<file path="config.mk">
export PLATFORM = sky130hd
export DESIGN_NAME = gcd_root
export DESIGN_NICKNAME = d
export VERILOG_FILES = /design/src/gcd_pkg.sv /design/src/gcd_root.sv
export SDC_FILE = /design/constraint.sdc
export NUM_CORES = 2
export LEC_CHECK = 0
export BUFFER_PORTS_ARGS = -buffer_cell sky130_fd_sc_hd__clkbuf_2
export CORE_AREA = 2 2 504 506
export DETAILED_ROUTE_END_ITERATION = 8
export DIE_AREA = 0 0 506 508
export PLACE_DENSITY_LB_ADDON = 0.15
export SLEW_MARGIN = 25
export SYNTH_ARGS = -nofsm -noshare
export SYNTH_HDL_FRONTEND = slang
export SYNTH_SLANG_ARGS = --single-unit
</file>
<file path="constraint.sdc">
create_clock -name clk -period 5.8 [get_ports clk]
set_clock_uncertainty 0.2 [all_clocks]
set_input_delay 1.16 -clock clk [delete_from_list [all_inputs] [get_ports clk]]
set_output_delay 1.16 -clock clk [all_outputs]
set_load 0.02 [all_outputs]
</file>
<file path="src/gcd_pkg.sv">
`timescale 1ns / 1ps
`default_nettype none
// gcd_pkg: widths, fixed-point constants and the CORDIC arctangent table
// shared by the great-circle distance pipeline. No dependencies.
package gcd_pkg;

	localparam int CORDIC_STEPS_DEF = 24;

	localparam int LAT_W    = 31;
	localparam int LON_W    = 32;
	localparam int RADIUS_W = 23;
	localparam int DIST_W   = 25;

	localparam int BAU_W     = 32;
	localparam int TRIG_W    = 32;
	localparam int ROT_W     = 34;
	localparam int ATAN_W    = 30;
	localparam int ANGLE_W   = 34;
	localparam int ROOT_IN_W = 61;
	localparam int ROOT_W    = 31;
	localparam int ROOT_STEPS = 31;
	localparam int VEC_W     = 58;
	localparam int VEC_SHIFT = 24;
	localparam int Z_W       = 31;
	localparam int PROD_W    = 54;

	localparam int NUMER_W       = 54;
	localparam int REM_W         = 22;
	localparam int QUOT_W        = 33;
	localparam int DIV_STAGES    = 3;

	localparam logic [RADIUS_W-1:0]       RADIUS_RESET = 23'd6371000;
	localparam logic signed [35:0]        TURN         = 36'sd3600000000;
	localparam logic [REM_W-1:0]          BAU_DIV      = 22'd3515625;
	localparam logic [QUOT_W-1:0]         BAU_RECIP    = 33'd5124095576;
	localparam logic [NUMER_W-1:0]        BAU_HALF     = 54'd1757812;
	localparam logic signed [ROT_W-1:0]   CORDIC_START = 34'sd652032874;
	localparam logic [31:0]               PI_Q30       = 32'd3373259426;
	localparam logic [ROOT_IN_W-1:0]      ONE_Q60      = 61'h1000_0000_0000_0000;
	localparam logic [Z_W-1:0]            QUARTER_BAU  = 31'h4000_0000;
	localparam logic [DIST_W-1:0]         DIST_MAX     = 25'd22000000;

	// atan(2^-i) in binary angle units, 2^32 per turn, rounded
	function automatic logic [ATAN_W-1:0] atan_bau(input int idx);
		logic [ATAN_W-1:0] val;
		unique case (idx)
			0:  val = 30'd536870912;
			1:  val = 30'd316933406;
			2:  val = 30'd167458907;
			3:  val = 30'd85004756;
			4:  val = 30'd42667331;
			5:  val = 30'd21354465;
			6:  val = 30'd10679838;
			7:  val = 30'd5340245;
			8:  val = 30'd2670163;
			9:  val = 30'd1335087;
			10: val = 30'd667544;
			11: val = 30'd333772;
			12: val = 30'd166886;
			13: val = 30'd83443;
			14: val = 30'd41722;
			15: val = 30'd20861;
			16: val = 30'd10430;
			17: val = 30'd5215;
			18: val = 30'd2608;
			19: val = 30'd1304;
			20: val = 30'd652;
			21: val = 30'd326;
			22: val = 30'd163;
			23: val = 30'd81;
			24: val = 30'd41;
			25: val = 30'd20;
			26: val = 30'd10;
			27: val = 30'd5;
			28: val = 30'd3;
			29: val = 30'd1;
			30: val = 30'd1;
			default: val = '0;
		endcase
		return val;
	endfunction

endpackage
`default_nettype wire

</file>
<file path="src/gcd_root.sv">
`timescale 1ns / 1ps
`default_nettype none
// gcd_root: pipelined shift-and-subtract square root of a Q60 value,
// one result bit per stage, floor result in Q30. Depends on gcd_pkg.
module gcd_root
	import gcd_pkg::*;
(
	input  logic                 clk,
	input  logic                 en,
	input  logic [ROOT_IN_W-1:0] radicand,
	output logic [ROOT_W-1:0]    root
);

	localparam int RW = ROOT_IN_W + 1;

	logic [ROOT_IN_W-1:0] v_s [ROOT_STEPS];
	logic [RW-1:0]        r_s [ROOT_STEPS];

	for (genvar i = 0; i < ROOT_STEPS; i++) begin : g_iter
		localparam logic [RW-1:0] BIT = RW'(1) << (ROOT_IN_W - 1 - 2 * i);
		logic [ROOT_IN_W-1:0] vi;
		logic [RW-1:0]        ri;
		logic [RW-1:0]        trial;
		if (i == 0) begin : g_first
			assign vi = radicand;
			assign ri = '0;
		end else begin : g_next
			assign vi = v_s[i-1];
			assign ri = r_s[i-1];
		end
		assign trial = ri + BIT;
		always_ff @(posedge clk) begin
			if (en) begin
				if ({1'b0, vi} >= trial) begin
					v_s[i] <= vi - trial[ROOT_IN_W-1:0];
					r_s[i] <= (ri >> 1) + BIT;
				end else begin
					v_s[i] <= vi;
					r_s[i] <= ri >> 1;
				end
			end
		end
	end

	assign root = r_s[ROOT_STEPS-1][ROOT_W-1:0];

endmodule
`default_nettype wire

</file>
# Yosys cells after proc, flatten, opt, wreduce, memory -nomap -nowiden
# Memories as Yosys holds them, arrays and structs flattened.
# Index checks and enable logic that the tools add are counted.
dict set report op_classes {
  addsub 91
  multipliers 0
  n_div 0
  magnitude_cmp 31
  eq_ne 0
  shifts 0
  muxes 248
  n_bitwise 62
  reduce_logical 0
}
# cell n
set ops {}
lappend ops {{2-to-1 mux 62 bit} 31}
lappend ops {{2-to-1 mux 61 bit} 31}
lappend ops {{greater-or-equal comparator 61 x 62 -> 1 bit} 30}
lappend ops {{subtractor 61 bit} 30}
lappend ops {{2-to-1 mux 1 bit} 186}
lappend ops {{adder 61 x 1 -> 62 bit, second input constant} 1}
lappend ops {{adder 61 x 11 -> 62 bit, second input constant} 1}
lappend ops {{adder 61 x 13 -> 62 bit, second input constant} 1}
lappend ops {{adder 61 x 15 -> 62 bit, second input constant} 1}
lappend ops {{adder 61 x 17 -> 62 bit, second input constant} 1}
lappend ops {{adder 61 x 19 -> 62 bit, second input constant} 1}
lappend ops {{adder 61 x 21 -> 62 bit, second input constant} 1}
lappend ops {{adder 61 x 23 -> 62 bit, second input constant} 1}
lappend ops {{adder 61 x 25 -> 62 bit, second input constant} 1}
lappend ops {{adder 61 x 27 -> 62 bit, second input constant} 1}
lappend ops {{adder 61 x 29 -> 62 bit, second input constant} 1}
lappend ops {{adder 61 x 3 -> 62 bit, second input constant} 1}
lappend ops {{adder 61 x 31 -> 62 bit, second input constant} 1}
lappend ops {{adder 61 x 33 -> 62 bit, second input constant} 1}
lappend ops {{adder 61 x 35 -> 62 bit, second input constant} 1}
lappend ops {{adder 61 x 37 -> 62 bit, second input constant} 1}
lappend ops {{adder 61 x 39 -> 62 bit, second input constant} 1}
lappend ops {{adder 61 x 41 -> 62 bit, second input constant} 1}
lappend ops {{adder 61 x 43 -> 62 bit, second input constant} 1}
lappend ops {{other kinds (44)} 105}
dict set report totals {
  register_bits 0
  latchBits 0
  ramBits 3813
  romBits 0
  output_inout_bits 31
  word_cells 434
  memories 2
}
# name words width rd rd_ports_with_merged_regs write_ports line
set mem_list {}
lappend mem_list {r_s 31 62 31 0 31 gcd_root.sv:17} ;# logic [RW-1:0] r_s [ROOT_STEPS];
lappend mem_list {v_s 31 61 30 0 31 gcd_root.sv:16} ;# logic [ROOT_IN_W-1:0] v_s [ROOT_STEPS];

# Depth between registers and ports, before layout
# An unclocked memory read counts as a cell.
dict set report logic_depth {
  ltp_word 7
  depth_mapped 14
  mapped_depth_nobuf 12
}

# Worst setup path before layout
# OpenSTA, ideal clock, no wires.
dict set report synth_path {
  path_kind {in2reg}
  start {input port en}
  end {memory r_s[1][628] in the netlist's numbering, enable pin}
  setup_time_ps 478
  arrival_ps 4410
  required_time_ps 5122
  path_slack_ps 712
  path_stages 4
  cell_sequence {clkbuf_1 > clkbuf_1 > clkbuf_1 > clkbuf_1}
}
# item line
set synth_rtl {}
lappend synth_rtl {{start, declared} gcd_root.sv:9} ;# input logic en,
lappend synth_rtl {{end, declared} gcd_root.sv:17}

==> impl_summary.log <==
INFO  metric hold_depth = 1
INFO  metric cts_num_sinks = 2326
INFO  metric netlist_area = approximately 110000 um^2
INFO  metric postCtsHoldBufs = 0
INFO  metric placement.io_buffers = 93
INFO  metric p_comb_share = 21.6%
INFO  metric synth_largest_type_area_fraction = 61.85%
INFO  metric regToRegEndpoint = v_s[1][714]
INFO  metric postRouteWirelength = about 310000 um
INFO  metric finalSetupViolations = 0
INFO  metric layout.nets = 9911
INFO  metric finalHoldViolations = 0
INFO  metric power_switching = around 15 mW
INFO  metric mappedNetlistNets = 9679
INFO  metric synth_edf_count = between 2000 and 2500
INFO  metric final.hold.worst_slack = roughly 0.13 ns
INFO  metric timing.max_cap.violations = 0
INFO  metric worst_skew_pair.late_latency = 1.00 ns
INFO  metric fp.dieH = 508 um
INFO  metric hpwl = 234500 um
INFO  metric ctsResizeCount = 0
INFO  metric rsz0062_at_grt = no
INFO  metric post_dp_cell_area = ~120000 um^2
INFO  metric route.detailed.wl_per_inst = 23.95 um
INFO  metric flow.area_growth_from_synthesis = 11.90%
INFO  metric crit_required = 6.25 ns
INFO  metric worstReg2RegStart = r_s[1][634]
INFO  metric avg_inst_size_synth = 12.42 um^2
INFO  metric gpl.final_weighted_congestion = 0.9586
INFO  metric critical_path_class = flip-flop to flip-flop
INFO  metric critPathBufInv = 2
INFO  metric initial_utilization = 44.76%
INFO  metric crit_path_cell_trace = inv_1 > ha_1 > a21oi_1 > nand4b_1 > a311oi_1 > nor4_1 > nor3b_1 > o31ai_1 > a2111oi_1 > buf_4 > nand2_1 > xnor2_1
INFO  metric grt_pass1_vias = between 70000 and 80000
INFO  metric critPathSlowestCell = a311oi_1
INFO  metric end_kind = flip-flop
INFO  metric ctsLongestPathBuffers = 4
INFO  metric postCtsSetupRepairBufs = 0
INFO  metric crit_fanout = 7
INFO  metric tritoncts.num_buffers = 277
INFO  metric clock_power_share = 32.8%
INFO  metric critical_path.top_delay_family = compound AO/OA/AOI/OAI gates
INFO  metric period_minus_slack = roughly 5.0 ns
INFO  metric clock_pin_slew_on_the_worst_setup_and_hold_paths = 0.06 ns
INFO  metric clock.fmax = 201.3 MHz
INFO  metric route.detailed.vias_per_inst = 5.750
INFO  metric p_sw_share = 30.29%
INFO  metric drt_first_pass_iters = 5
INFO  metric power-per-cell-area = 404.8 nW/um^2
INFO  metric worstMarginPinSlew = 1.102 ns
INFO  metric grt_antenna_before_repair = 9
INFO  metric synth-seq-cells = 2326
INFO  metric globalRouteTotalUtil = about a quarter
INFO  metric netlist-cell-type-count = slightly below 100
INFO  metric grt_max_degree = approximately 190
INFO  metric dominantRegCellSynth = edfxtp_1
INFO  metric synthesis.instances = 9092
INFO  metric power_frac_seq = 45.7%
INFO  metric final_non_filler_cell_area = approximately 130000 um^2
INFO  metric yosysTopAreaCell = edfxtp_1
INFO  metric grt_pass1_wl = 458000 um
INFO  metric arrival = 5.42 ns
INFO  metric synth-async-reset-ratio = 0%
INFO  metric max-slew-margin-rel = approximately a quarter
INFO  metric yosys-top-cells-area = edfxtp_1, ha_1, xnor2_1
INFO  metric die_w = 506 um
INFO  metric ff2ff_path_depth = 12
INFO  metric cell_internal_pwr = 35.66 mW
INFO  metric yosysSeqAreaShare = 61.85%
INFO  metric remaining_drc_errors = 0
INFO  metric io_pins = 94
INFO  metric cts_max_level = 5
INFO  metric period_share = 85.67%
INFO  metric p_leak = 46.68 nW
INFO  metric min-delay-start = radicand[39]
INFO  metric timing.hold.worst.class = input port to flip-flop
INFO  metric vdd_ir_max = 0.3803 mV
INFO  metric clock_tree_from_tritoncts = yes
INFO  metric cts-root-buf = clkbuf_16
INFO  metric synth_warnings = 0
INFO  metric first_iter_violations = 7559
INFO  metric grt_overflow_total = 0
INFO  metric via_count = 74100
INFO  metric worstSetupStartpointType = flip-flop
INFO  metric ratio_of_cells_with_drive_above_1_in_the_final_layout = 7.966%
INFO  metric slew_violations = 0
INFO  metric antenna_violating_nets_post_route = 0
INFO  metric worst_hold_path.endpoint = v_s[0][39]
INFO  metric outcome = finished clean
INFO  metric ff2ff_setup_slack = 0.83 ns
INFO  metric dieArea = between 200000 and 300000 um^2
INFO  metric rows = 185
INFO  metric critPathMaxStageDelay = 0.81 ns
INFO  metric coreArea = 252300 um^2
[placed cells by master (no fill, tap or decap), types with 109 or more instances in the layout]
cell,instances
a21o_1,201
a21oi_1,485
clkbuf_16,283
edfxtp_1,2326
ha_1,523
inv_1,621
nand2_1,640
nand3_1,180
nand4_1,153
nor2_1,541
nor3_1,241
nor4_1,353
o21ai_0,480
or3_1,109
xnor2_1,421
xor2_1,382
[cell usage after synthesis, drive strengths merged (35+ instances only)]
cell / n
edfxtp: 2326
nand2: 640
inv: 623
nor2: 541
ha: 523
a21oi: 486
o21ai: 482
xnor2: 421
xor2: 382
nor4: 368
nor3: 248
a21o: 201
clkbuf: 194
nand3: 181
nand4: 153
or3: 110
o21a: 103
nand2b: 94
mux2: 81
nor2b: 74
or4: 63
nor4b: 57
and3: 49
or2: 46
o21bai: 43
a31oi: 41
o31ai: 38
a211oi: 35
nand3b: 35
[worst max-delay path by stage]
| stage | from | end | slack [ns] | cells after the start |
|---|---|---|---|---|
| global placement | v_s[1][657] | v_s[1][689] | -0.04 | 9 |
| detailed placement | v_s[1][624] | v_s[1][714] | 1.08 | 11 |
| floorplan | en | r_s[1][628] | 0.71 | 4 |
| finish | r_s[1][634] | v_s[1][714] | 0.83 | 12 |
| CTS | r_s[1][634] | v_s[1][714] | 1.05 | 12 |
| global route | r_s[1][634] | v_s[1][714] | 0.55 | 12 |
[cell type report]
type	instances	area, um^2
Clock buffer	323	7232
Multi-Input combinational cell	5916	40030
Sequential cell	2326	69850
Tap cell	3366	4212
Clock inverter	148	1439
Fill cell	22070	125900
Timing Repair Buffer	179	1262
Antenna cell	5	12.51
Inverter	624	2342
[sequential cells by signal (all words and copies together), names as in the netlist]
signal and cells:
v_s 1830, r_s 496
[per-layer routing]
| metal | vias to the layer above | share of wire, % | global-route usage, % |
|---|---|---|---|
| met2 | 2470 | 43 | 34.98 |
| met4 | 2 | 2.3 | 5.862 |
| met3 | 397 | 7.3 | 4.674 |
| met1 | 36550 | 47 | 35.41 |
| met5 | - | 0.0039 | 0 |
| li1 | 34680 | - | - |
[power groups by stage]
stage	clock, mW	sequential (mW)	combinational [mW]
after floorplan	0	22.6	7.85
after global placement	0	23.7	10.7
after detailed placement	0	23.6	10.7
after CTS	17.2	23.3	10.9
after global routing	17.8	23.6	12.2
final	16.8	23.4	11.0
[metrics by stage]
step | setup slack, ns | power [mW] | utilization (%) | TNS [ns] | cells
floorplan | 0.7121 | 30.50 | - | 0 | 9092
global placement | -0.04238 | 34.36 | 46.60 | -0.08390 | 12410
detailed placement | 1.083 | 34.36 | 46.63 | 0 | 12410
CTS | 1.054 | 51.34 | 50.07 | 0 | 12880
global route | 0.5548 | 53.51 | 50.09 | 0 | 12890
finish | 0.8314 | 51.15 | 50.09 | 0 | 12890
[cells by family after synthesis]
group	count (synthesis)	synth area share, %
flops	2326	61.85
xor+xnor	803	6.227
compound gates	1692	9.338
buf+inv	850	2.853
simple gates	2802	12.99
fa+ha+maj	524	5.812
mux	95	0.9317
No activity file was read; power rests on OpenSTA's default activity.
